`config.mk`:
```
export PLATFORM = sky130hd
export DESIGN_NAME = integer_to_roman_numeral
export DESIGN_NICKNAME = d
export VERILOG_FILES = /design/src/design/itrn_pkg.sv /design/src/design/itrn_dp.sv /design/src/design/itrn_useq.sv /design/src/design/integer_to_roman_numeral.sv
export VERILOG_INCLUDE_DIRS = /design/src /design/src/design
export SDC_FILE = /design/constraint.sdc
export NUM_CORES = 1
export LEC_CHECK = 0
export BUFFER_PORTS_ARGS = -buffer_cell sky130_fd_sc_hd__buf_2
export CAP_MARGIN = 20
export CORE_ASPECT_RATIO = 2
export CORE_UTILIZATION = 55
export DETAILED_ROUTE_END_ITERATION = 8
export GPL_TIMING_DRIVEN = 0
export PLACE_DENSITY = 0.78
export REMOVE_ABC_BUFFERS = 1
export SLEW_MARGIN = 40
export SYNTH_ARGS = -nofsm -noshare
export SYNTH_HDL_FRONTEND = slang
export SYNTH_SLANG_ARGS = --single-unit
```
`constraint.sdc`:
```
create_clock -name clk -period 4.7 [get_ports clk]
set_clock_uncertainty 0.1 [all_clocks]
set_input_delay 0.705 -clock clk [delete_from_list [all_inputs] [get_ports clk]]
set_output_delay 0.705 -clock clk [all_outputs]
set_load 0.02 [all_outputs]
```
`src/design/integer_to_roman_numeral_defines.svh`:
```
// Assertion macros shared by the integer to Roman numeral block
`ifndef INTEGER_TO_ROMAN_NUMERAL_DEFINES_SVH
`define INTEGER_TO_ROMAN_NUMERAL_DEFINES_SVH

// Check a property on every rising clock edge outside reset
`define ITRN_ASSERT(lbl, prop, msg) \
	lbl: assert property (@(posedge clk) disable iff (!arst_n) (prop)) else $error(msg);

// Check that a condition never holds outside reset
`define ITRN_NEVER(lbl, cond, msg) \
	lbl: assert property (@(posedge clk) disable iff (!arst_n) !(cond)) else $error(msg);

`endif

```
`src/design/itrn_pkg.sv`:
```
// Package: widths, letter codes, control word types and the microprogram table
package itrn_pkg;

	localparam int NUM_W    = 12;
	localparam int LET_W    = 7;
	localparam int STEP_W   = 5;
	localparam int PROG_LEN = 19;

	typedef logic [NUM_W-1:0]  num_t;
	typedef logic [LET_W-1:0]  let_t;
	typedef logic [STEP_W-1:0] step_t;

	// ASCII letter codes
	localparam let_t LET_I = 7'd73;
	localparam let_t LET_V = 7'd86;
	localparam let_t LET_X = 7'd88;
	localparam let_t LET_L = 7'd76;
	localparam let_t LET_C = 7'd67;
	localparam let_t LET_D = 7'd68;
	localparam let_t LET_M = 7'd77;

	// Microprogram step addresses
	localparam step_t S_M     = 5'd0;
	localparam step_t S_CM_C  = 5'd1;
	localparam step_t S_CM_M  = 5'd2;
	localparam step_t S_D     = 5'd3;
	localparam step_t S_CD_C  = 5'd4;
	localparam step_t S_CD_D  = 5'd5;
	localparam step_t S_C     = 5'd6;
	localparam step_t S_XC_X  = 5'd7;
	localparam step_t S_XC_C  = 5'd8;
	localparam step_t S_L     = 5'd9;
	localparam step_t S_XL_X  = 5'd10;
	localparam step_t S_XL_L  = 5'd11;
	localparam step_t S_X     = 5'd12;
	localparam step_t S_IX_I  = 5'd13;
	localparam step_t S_IX_X  = 5'd14;
	localparam step_t S_V     = 5'd15;
	localparam step_t S_IV_I  = 5'd16;
	localparam step_t S_IV_V  = 5'd17;
	localparam step_t S_I     = 5'd18;

	// One control word: emit letter when remainder >= thr, then subtract sub
	typedef struct packed {
		num_t  thr;
		num_t  sub;
		let_t  letter;
		step_t nxt_take;
		step_t nxt_skip;
	} uword_t;

	// Sequencer to datapath and output stage
	typedef struct packed {
		logic  load;
		logic  emit;
		num_t  thr;
		num_t  sub;
		let_t  letter;
	} ctl_t;

	// Datapath status back to the sequencer
	typedef struct packed {
		logic take;
		logic last;
	} sts_t;

	function automatic uword_t mk(input int thr, input int sub, input let_t letter,
			input step_t nt, input step_t ns);
		uword_t w;
		w.thr      = NUM_W'(thr);
		w.sub      = NUM_W'(sub);
		w.letter   = letter;
		w.nxt_take = nt;
		w.nxt_skip = ns;
		return w;
	endfunction

	// Microprogram: greedy walk over 1000, 900, ... 4, 1
	function automatic uword_t ucode(input step_t step);
		uword_t w;
		case (step)
			S_M:     w = mk(1000, 1000, LET_M, S_M,    S_CM_C);
			S_CM_C:  w = mk(900,  0,    LET_C, S_CM_M, S_D);
			S_CM_M:  w = mk(0,    900,  LET_M, S_XC_X, S_XC_X);
			S_D:     w = mk(500,  500,  LET_D, S_C,    S_CD_C);
			S_CD_C:  w = mk(400,  0,    LET_C, S_CD_D, S_C);
			S_CD_D:  w = mk(0,    400,  LET_D, S_XC_X, S_XC_X);
			S_C:     w = mk(100,  100,  LET_C, S_C,    S_XC_X);
			S_XC_X:  w = mk(90,   0,    LET_X, S_XC_C, S_L);
			S_XC_C:  w = mk(0,    90,   LET_C, S_IX_I, S_IX_I);
			S_L:     w = mk(50,   50,   LET_L, S_X,    S_XL_X);
			S_XL_X:  w = mk(40,   0,    LET_X, S_XL_L, S_X);
			S_XL_L:  w = mk(0,    40,   LET_L, S_IX_I, S_IX_I);
			S_X:     w = mk(10,   10,   LET_X, S_X,    S_IX_I);
			S_IX_I:  w = mk(9,    0,    LET_I, S_IX_X, S_V);
			S_IX_X:  w = mk(0,    9,    LET_X, S_M,    S_M);
			S_V:     w = mk(5,    5,    LET_V, S_I,    S_IV_I);
			S_IV_I:  w = mk(4,    0,    LET_I, S_IV_V, S_I);
			S_IV_V:  w = mk(0,    4,    LET_V, S_M,    S_M);
			S_I:     w = mk(1,    1,    LET_I, S_I,    S_M);
			default: w = mk(0,    0,    LET_I, S_M,    S_M);
		endcase
		return w;
	endfunction

endpackage

```
`src/design/itrn_dp.sv`:
```
// Datapath: remainder register, threshold compare and subtract
module itrn_dp (
	input  logic          clk,
	input  logic          arst_n,
	input  itrn_pkg::num_t number,
	input  itrn_pkg::ctl_t ctl,
	output itrn_pkg::sts_t sts
);
	import itrn_pkg::*;

	num_t rem_q;
	num_t rem_nxt;

	// Compare against the step threshold and form the reduced remainder
	assign rem_nxt  = rem_q - ctl.sub;
	assign sts.take = (rem_q >= ctl.thr);
	assign sts.last = (rem_nxt == '0);

	// Load a new number, reduce on every emitted letter
	always_ff @(posedge clk or negedge arst_n) begin
		if (!arst_n) begin
			rem_q <= '0;
		end else if (ctl.load) begin
			rem_q <= number;
		end else if (ctl.emit) begin
			rem_q <= rem_nxt;
		end
	end

endmodule

```
`src/design/itrn_useq.sv`:
```
// Sequencer: step counter, microprogram lookup and conditional jumps
`include "integer_to_roman_numeral_defines.svh"

module itrn_useq (
	input  logic          clk,
	input  logic          arst_n,
	input  logic          in_valid,
	input  itrn_pkg::num_t number,
	input  logic          out_free,
	input  itrn_pkg::sts_t sts,
	output logic          busy,
	output itrn_pkg::ctl_t ctl
);
	import itrn_pkg::*;

	logic   busy_q;
	step_t  step_q;
	uword_t word;
	logic   advance;

	// Fetch the control word of the current step
	assign word = ucode(step_q);

	// Start on a nonzero number; zero has an empty numeral
	assign ctl.load   = in_valid && !busy_q && (number != '0);
	assign ctl.emit   = busy_q && sts.take && out_free;
	assign ctl.thr    = word.thr;
	assign ctl.sub    = word.sub;
	assign ctl.letter = word.letter;
	assign busy       = busy_q;

	// Hold a taken step until the output slot frees
	assign advance = busy_q && (!sts.take || out_free);

	// Advance the step counter and jump on the compare result
	always_ff @(posedge clk or negedge arst_n) begin
		if (!arst_n) begin
			busy_q <= 1'b0;
			step_q <= S_M;
		end else if (ctl.load) begin
			busy_q <= 1'b1;
			step_q <= S_M;
		end else if (advance) begin
			if (sts.take) begin
				step_q <= word.nxt_take;
				if (sts.last) begin
					busy_q <= 1'b0;
				end
			end else begin
				step_q <= word.nxt_skip;
			end
		end
	end

	`ITRN_ASSERT(a_step_range, step_q < STEP_W'(PROG_LEN), "step counter left the program")
	`ITRN_ASSERT(a_emit_free, ctl.emit |-> out_free, "letter emitted into a full slot")
	`ITRN_ASSERT(a_load_busy, ctl.load |=> busy_q, "sequencer did not start on load")
	`ITRN_ASSERT(a_last_done, (ctl.emit && sts.last) |=> !busy_q, "run kept going past last")
	`ITRN_NEVER(a_emit_idle, ctl.emit && !busy_q, "letter emitted while idle")

endmodule

```
`src/design/integer_to_roman_numeral.sv`:
```
// Top level: integer to Roman numeral converter, one letter beat per emitting microprogram step.
// Before its first letter a number walks through the compare steps whose threshold it does
// not reach; those steps emit nothing.
// The single-step sequencer runs one step per cycle, save that a taken step waits for a free
// output slot; the input stays stalled while a number runs its steps. A zero starts no run.
// Reset idles sequencer and output register.
module integer_to_roman_numeral (
	input  logic                      clk,
	input  logic                      arst_n,
	input  logic                      in_valid,
	output logic                      in_stall,
	input  logic [itrn_pkg::NUM_W-1:0] number,
	output logic                      out_valid,
	input  logic                      out_stall,
	output logic [itrn_pkg::LET_W-1:0] letter,
	output logic                      last_letter
);
	import itrn_pkg::*;

	ctl_t ctl;
	sts_t sts;
	logic busy;
	logic out_free;
	logic out_valid_q;
	let_t letter_q;
	logic last_q;

	// Output slot is free when empty or being taken this cycle
	assign out_free = !out_valid_q || !out_stall;
	assign in_stall = busy;

	itrn_useq u_useq (
		.clk      (clk),
		.arst_n   (arst_n),
		.in_valid (in_valid),
		.number   (number),
		.out_free (out_free),
		.sts      (sts),
		.busy     (busy),
		.ctl      (ctl)
	);

	itrn_dp u_dp (
		.clk    (clk),
		.arst_n (arst_n),
		.number (number),
		.ctl    (ctl),
		.sts    (sts)
	);

	// Hold the output beat until taken, load a new letter on emit
	always_ff @(posedge clk or negedge arst_n) begin
		if (!arst_n) begin
			out_valid_q <= 1'b0;
		end else if (ctl.emit) begin
			out_valid_q <= 1'b1;
		end else if (!out_stall) begin
			out_valid_q <= 1'b0;
		end
	end

	always_ff @(posedge clk) begin
		if (ctl.emit) begin
			letter_q <= ctl.letter;
			last_q   <= sts.last;
		end
	end

	assign out_valid   = out_valid_q;
	assign letter      = letter_q;
	assign last_letter = last_q;

endmodule

```
==> metrics, run 1 <==
mux cell area share after synthesis=0.0365; first-pass GRT wire length=11.5 mm; Post-synth EDFFs=6; initial antenna violation count=0; crit share post-route=0.926; Boundary Pins=26; async set-reset flop share out of synthesis=0.760; initial core utilization=0.572; routed wl met3=267 um; synth-to-layout area growth=5.86%; highest routed layer=met4; HPWL Detailed=5.53 mm; commonest register cell after synthesis=dfrtp_1; CORE AREA=0.00455 mm2; # diodes=0; clock buffer depth=2; worst skew pair latency=280 ps; Post-DRT Antenna Nets=0; Mapped Area=0.00261 mm2; Nets=385; share of post-route cells with drive strength above 1=0.133; share of the synthesized area in the top cell type=0.182; Seq. cell area=659 um2; fin crit period=4350 ps; Post-CTS Setup Inserts=0; wl on met1=2.55 mm; CP Launch Type=register; FILL cells=453; most frequent cell after synthesis=nand2_1; Post-Synth XOR/XNOR Area=0.0336; top cells by area, synth=dfrtp_1 (18%), ha_1 (13%), edfxtp_1 (6.9%); Worst Hold Class=in -> async; critical path required time=4780 ps; CTS H-tree depth=1; gr usage total=0.305; vias after detailed routing=2570; outcome=finished, final reports clean; post-synthesis compound-gate area fraction=0.269; post-cts sizing count=0; setup_tns=0 ps; number of remaining DRC errors=0; slew margin rel.=0.464; setup violators final=0; multi-input combinational cell area=0.00183 mm2; Seq/Total Area, Yosys=0.252; post-synthesis adder-cell area fraction=0.142; Synth area leader=dfrtp_1; Row Count=35; simple-gate share of the synthesized area=0.217; largest net degree at the start of global routing=40; Post-Syn Instances=330; Crit Path Category=reg -> reg; RSZ-0062 raised after global routing=false; Max Fclk=0.230 GHz; Port Buffers=23; clk slew on worst S/H paths=100 ps; final wirelength=7.17 mm; Synth Warn #=0; Yosys cell types=57; Root Buffer Master=clkbuf_8; number of global-route vias before repair=2540; routed vias/inst=6.52; Iter 0 DRT Violations=109; maxcap violations=0; die footprint=0.00503 mm2; Die Ht=99.4 um; CTS Buf Count=3; Worst setup EP type=register; Worst Max-Slew Pin Slew=800 ps; Yosys reg bits=25; Remaining Overflow, GRT=0; cell area after layout=0.00276 mm2; # hold bufs at CTS=0; met2 wire length=3.91 mm; Horiz. Die Dim=50.7 um; Final Hold Viols=0; GP Congestion=0.993; TritonCTS clock tree=built; Crit Path Max Fanout=39; DR pass1 iterations=5; Final Slew Violations=0; Crit path arrival time=4430 ps; CTS Sinks=25; per-cell routed wire length=18.2 um; Synth Area per Inst=7.90 um2; most instantiated cells after synthesis=nand2_1 (43), o21ai_0 (31), a21oi_1 (30), ha_1 (28), nor2_1 (23); largest family of logic cells by synthesized area=compound AO/OA/AOI/OAI gates; Placed Area=0.00271 mm2
## routing by layer
layer,GRT usage,vias up
li1,-,1220
met1,0.304,1222
met2,0.574,97
met3,0.0122,31
met4,0.212,0
met5,0,-
## metrics by stage
| stage | instances | hold WS [ps] | utilization | setup slack (ps) |
|---|---|---|---|---|
| finish | 394 | 248 | 0.606 | 348 |
| global route | 394 | 279 | 0.606 | 90.7 |
| CTS | 394 | 266 | 0.605 | 154 |
| detailed placement | 390 | 428 | 0.595 | 179 |
| global placement | 390 | 411 | 0.594 | 183 |
| floorplan | 312 | 309 | - | 1170 |
## kinds of logic after synthesis
family / Yosys count
flip-flops: 25
XOR/XNOR: 10
AND/OR/NAND/NOR: 116
buffers and inverters: 29
other: 2
adder cells (fa/ha/maj): 29
AO/OA/AOI/OAI: 111
multiplexers: 8
## final cells by class
| cell class | instances | area share |
|---|---|---|
| Multi-Input combinational cell | 276 | 0.662 |
| Sequential cell | 25 | 0.239 |
| Timing Repair Buffer | 23 | 0.0417 |
| Tap cell | 55 | 0.0249 |
| Clock buffer | 3 | 0.0150 |
| Inverter | 11 | 0.0150 |
| Clock inverter | 1 | 0.00272 |
## final timing paths
check                            startpoint  slack, ps  cells after the start          endpoint
max in group asynchronous            arst_n       3920                      1  u_useq.step_q[3]
min reg2reg                   u_dp.rem_q[0]        450                      2     u_dp.rem_q[0]
min in group clk              u_dp.rem_q[0]        450                      2     u_dp.rem_q[0]
max                        u_useq.step_q[2]        350                     13    u_dp.rem_q[10]
max reg2reg                u_useq.step_q[2]        350                     13    u_dp.rem_q[10]
min                                  arst_n        250                      1  u_useq.step_q[0]
## registers in the layout, summed over array words and instances (netlist names)
name / count
u_useq.step_q: 5
last_letter: 1
u_useq.busy: 1
u_dp.rem_q: 12
out_valid: 1
letter: 5
## placed cells by master, fill, tap and decap left out, types with 2 or more instances in the layout
cell type  Yosys  routed
o21bai_1       4       4
nand2_1       43      43
a22oi_1        5       5
and3_1         2       2
o41ai_1        4       4
conb_1         2       2
ha_1          28      28
xor2_1         6       6
a21oi_1       30      30
a211oi_1       7       7
o21ai_0       31      31
mux2_2         2       2
mux2i_1        5       5
o22ai_1        3       3
inv_1          9       9
nand3_1        4       4
or2_2          3       3
nand3b_1       2       2
o21a_1         3       3
nand2b_1       9       9
buf_2          1      23
dfrtp_2        0       3
o31ai_1        2       2
dfrtp_1       19      16
a21o_1         5       5
a221o_1        3       3
xnor2_1        4       4
edfxtp_1       6       6
clkbuf_8       0       3
a31oi_1        5       5
nor2b_1        3       3
nand4_1        3       3
nor4_1         4       4
nor3_1        10      10
and2_1         4       4
nor2_1        23      23
## critical path, stage by stage (launching register included)
cell and delay (ps):
dfrtp_2 650, nor2_1 720, nand2_1 210, a22o_1 280
ha_1 280, nand2_1 50, o21ai_0 310, a21oi_2 140
nand2_2 200, nand3_2 220, inv_2 380, nor2_2 190
a21o_1 210, a221o_1 280
Power of run 1 is not shown: default switching activity piles up to over one toggle a cycle in this logic, so the estimate is an artifact.
==> run 2, diff against run 1 <==
REMOVE_ABC_BUFFERS = default   (was 1)
==> metrics, run 2 (synthesized netlist as in run 1, its figures left out) <==
highest routed layer=met4; Worst setup EP type=register; Root Buffer Master=clkbuf_8; outcome=finished, final reports clean; Iter 0 DRT Violations=124 (+14%); HPWL Detailed=6.45 mm (+16%); CP max stage cell=dfrtp_1; # hold bufs at CTS=0 (unchanged); number of global-route vias before repair=2654 (+4.5%); Die Ht=99.4 um (unchanged); FILL cells=438 (-3.3%); Largest register FFs=12 (unchanged); fin crit period=4190 ps (-164 ps); Worst Max-Slew Pin Slew=747 ps (-52.9 ps); post-cts sizing count=0 (unchanged); clock buffer depth=2 (unchanged); vias after detailed routing=2643 (+2.8%); Critical Path Max Stage Delay=550 ps (-170 ps); number of remaining DRC errors=0 (unchanged); Row Count=35 (unchanged); RSZ-0062 raised after global routing=false; commonest non-fill, non-tap cell in the layout=nand2_1; met2 wire length=4.37 mm (+12%); clk slew on worst S/H paths=100 ps (about the same); Port Buffers=23 (unchanged); Worst Hold Class=in -> async; setup violators final=0 (unchanged); initial core utilization=0.572 (unchanged); synth-to-layout area growth=8.83%; final wirelength=8.07 mm (+13%); Post-DRT Antenna Nets=0 (unchanged); CTS Buf Count=3 (unchanged); CTS Sinks=25 (unchanged); TritonCTS clock tree=built; setup_tns=0 ps (unchanged); Crit Path Max Fanout=11 (-72%); CP cell instances=inv_1 > ha_1 > clkbuf_1 > nand2b_1 > nand3b_1 > fa_1 > a21o_1 > a221oi_2 > xnor2_1 > nor4_2 > nand2_1 > nor4b_2 > and2_1; share of post-route cells with drive strength above 1=0.129 (-0.00389); routed vias/inst=6.42 (-1.7%); Crit Path Category=reg -> reg; gr usage total=0.349 (+0.0440); Mapped Nets=375; CP Launch Type=register; Crit path arrival time=4250 ps (-180 ps); worst skew pair latency=280 ps (about the same); # diodes=0 (unchanged); first-pass GRT wire length=13.0 mm (+13%); CTS H-tree depth=1 (unchanged); Horiz. Die Dim=50.7 um (unchanged); routed wl met3=235 um (-12%); Boundary Pins=26 (unchanged); initial antenna violation count=0 (unchanged); wl on met1=2.90 mm (+14%); Top reg by flops=u_dp.rem_q; critical path required time=4760 ps (-20 ps); GP Congestion=0.990 (-0.31%); Nets=403 (+4.7%); Final Hold Viols=0 (unchanged); maxcap violations=0 (unchanged); die footprint=0.00503 mm2 (unchanged); crit share post-route=0.891 (-0.0348); per-cell routed wire length=19.6 um (+7.7%); CORE AREA=0.00455 mm2 (unchanged); DR pass1 iterations=4 (-1); largest net degree at the start of global routing=20 (-50%); Post-CTS Setup Inserts=0 (unchanged); Final Slew Violations=0 (unchanged); Remaining Overflow, GRT=0 (unchanged); Max Fclk=0.239 GHz (+3.9%); most frequent cells in the layout=nand2_1 (43), o21ai_0 (31), a21oi_1 (30), ha_1 (28), buf_2 (24); slew margin rel.=0.500 (+0.0354)
## run 2: changes by cell type in the layout (fill, tap and decap cells not counted), moves of 2 or more
cell | previous run | this run
buf_1 | 0 | 2
buf_4 | 0 | 2
clkbuf_1 | 0 | 12
dfrtp_1 | 16 | 19
dfrtp_2 | 3 | 0
## run 2: per-stage QoR
step	hold slack (ps)	utilization	cell area (um2)	std cells	setup slack (ps)
after floorplan	309	-	2610	330	1350
after CTS	278	0.623	2840	412	554
after detailed placement	435	0.613	2790	408	566
final	256	0.623	2840	412	511
after global routing	286	0.623	2840	412	271
after global placement	422	0.613	2790	408	620
## run 2: worst max-delay path, delay by kind of cell (launching register included)
kind	cells	cell delay, ps
compound gates	2	580
xor+xnor	1	190
fa+ha+maj	2	700
buf+inv	2	770
flops	1	550
simple gates	6	1160
## run 2: metal layers
| metal | global-route usage | vias up |
|---|---|---|
| met1 | 0.347 | 1246 |
| met2 | 0.650 | 99 |
| met5 | 0 | - |
| li1 | - | 1257 |
| met3 | 0.0336 | 41 |
| met4 | 0.231 | 0 |
## run 2: cell type report
cell class              count  area [um2]  share of cell area
inverters                  11        41.3              0.0146
flip-flops and latches     25         656               0.231
plain buffers              18        83.8              0.0296
clock buffers               3        41.3              0.0146
well taps                  55        68.8              0.0243
repair buffers             23         115              0.0406
multi-input cells         276        1830               0.644
clock inverters             1        5.00             0.00176
## run 2: final timing paths
check	from	end	slack, ps	cells past startpoint
min reg2reg	u_dp.rem_q[0]	u_dp.rem_q[0]	460	2
min	arst_n	u_useq.step_q[3]	260	1
max in group asynchronous	arst_n	u_dp.rem_q[3]	3920	1
max reg2reg	u_useq.step_q[1]	last_letter	510	13
max	u_useq.step_q[1]	last_letter	510	13
min in group clk	u_dp.rem_q[0]	u_dp.rem_q[0]	460	2
Power of run 2 is left out for the same reason.
==> run 3, diff against run 2 <==
CORE_ASPECT_RATIO = 0.9   (was 2)
==> metrics, run 3 (synthesized netlist as in run 1, its figures left out) <==
TritonCTS clock tree=built; vias after detailed routing=2690 (+1.8%); setup_tns=0 ps (unchanged); Crit Path Category=reg -> reg; HPWL Detailed=5.58 mm (-13%); clk slew on worst S/H paths=100 ps (about the same); outcome=finished, final reports clean; Largest register FFs=12 (unchanged); Worst Hold Class=in -> async; Post-CTS Setup Inserts=0 (unchanged); initial antenna violation count=0 (unchanged); per-cell routed wire length=17.7 um (-9.5%); Remaining Overflow, GRT=0 (unchanged); Die Ht=67.3 um (-32%); commonest non-fill, non-tap cell in the layout=nand2_1; Post-DRT Antenna Nets=0 (unchanged); Nets=403 (unchanged); CTS H-tree depth=1 (unchanged); routed vias/inst=6.42 (about the same); Placed Area=0.00280 mm2 (+0.31%); CP Launch Type=register; # hold bufs at CTS=0 (unchanged); GP Congestion=0.965 (-2.5%); share of post-route cells with drive strength above 1=0.126 (-0.00280); Root Buffer Master=clkbuf_8; cell area after layout=0.00284 mm2 (+0.26%); clock buffer depth=2 (unchanged); Top reg by flops=u_dp.rem_q; Boundary Pins=26 (unchanged); crit share post-route=0.888 (-0.00325); setup violators final=0 (unchanged); initial core utilization=0.581 (+0.00829); number of remaining DRC errors=0 (unchanged); Crit Path Max Fanout=10 (-1); RSZ-0062 raised after global routing=false; most frequent cells in the layout=nand2_1 (43), o21ai_0 (31), a21oi_1 (30), ha_1 (28), buf_2 (24); fin crit period=4170 ps (-15.3 ps); CTS Buf Count=3 (unchanged); final wirelength=7.43 mm (-8.0%); DR pass1 iterations=5 (+1); Horiz. Die Dim=74.6 um (+47%); CORE AREA=0.00449 mm2 (-1.4%); first-pass GRT wire length=11.6 mm (-11%); Port Buffers=23 (unchanged); Mapped Nets=375 (unchanged); worst skew pair latency=280 ps (about the same); largest net degree at the start of global routing=20 (unchanged); CTS Sinks=25 (unchanged); critical path required time=4740 ps (-20 ps); Final Hold Viols=0 (unchanged); Worst Max-Slew Pin Slew=823 ps (+75.1 ps); # diodes=0 (unchanged); slew margin rel.=0.450 (-0.0502); Row Count=23 (-34%); die footprint=0.00502 mm2 (-0.32%); number of global-route vias before repair=2390 (-9.9%); gr usage total=0.310 (-0.0386); Iter 0 DRT Violations=279 (+130%); synth-to-layout area growth=9.12%; Max Fclk=0.240 GHz (+0.37%); maxcap violations=0 (unchanged); Final Slew Violations=0 (unchanged); Crit path arrival time=4220 ps (-30 ps); post-cts sizing count=0 (unchanged); Worst setup EP type=register
## run 3: changes by cell type in the layout (fill, tap and decap cells not counted)
| cell | change |
|---|---|
| clkbuf_1 | +1 |
| clkinv_2 | -1 |
## run 3: worst max-delay path, stage by stage (launching register included)
cell and delay, ps:
dfrtp_1 410, clkbuf_1 230, nor2_1 700, nand3_1 180, o31ai_1 140, ha_1 230
inv_1 50, fa_1 400, a21o_1 210, a221oi_2 380, xnor2_1 180, nor4_2 180
nand2_1 120, nor4b_2 360, and2_1 180
## run 3: final cells by class
cell class	instances	area (um2)
Multi-Input combinational cell	276	1830
Clock buffer	4	45.0
Timing Repair Buffer	23	115
Buffer	18	83.8
Inverter	11	41.3
Sequential cell	25	656
Tap cell	62	77.6
Fill cell	405	1650
## run 3: per-layer routing
metal,vias up,share of wire,global-route usage
li1,1256,-,-
met4,0,0.018,0.0755
met3,14,0.088,0.0552
met5,-,0,0
met1,1275,0.47,0.461
met2,145,0.42,0.462
## run 3: final timing paths
path | from | to | slack [ps] | cells past startpoint
min in group clk | u_dp.rem_q[0] | u_dp.rem_q[0] | 450 | 2
hold / removal | arst_n | u_dp.rem_q[4] | 260 | 1
setup / recovery | u_useq.step_q[2] | last_letter | 530 | 14
max in group asynchronous | arst_n | u_useq.step_q[4] | 3920 | 1
setup reg to reg | u_useq.step_q[2] | last_letter | 530 | 14
hold reg to reg | u_dp.rem_q[0] | u_dp.rem_q[0] | 450 | 2
## run 3: through the flow
stage,util,cells,setup slack [ps],hold WS [ps]
floorplan,-,330,1350,309
global placement,0.623,415,673,430
finish,0.634,419,527,255
global route,0.634,419,323,291
CTS,0.634,419,656,270
detailed placement,0.623,415,706,432
Power of run 3 is left out for the same reason.
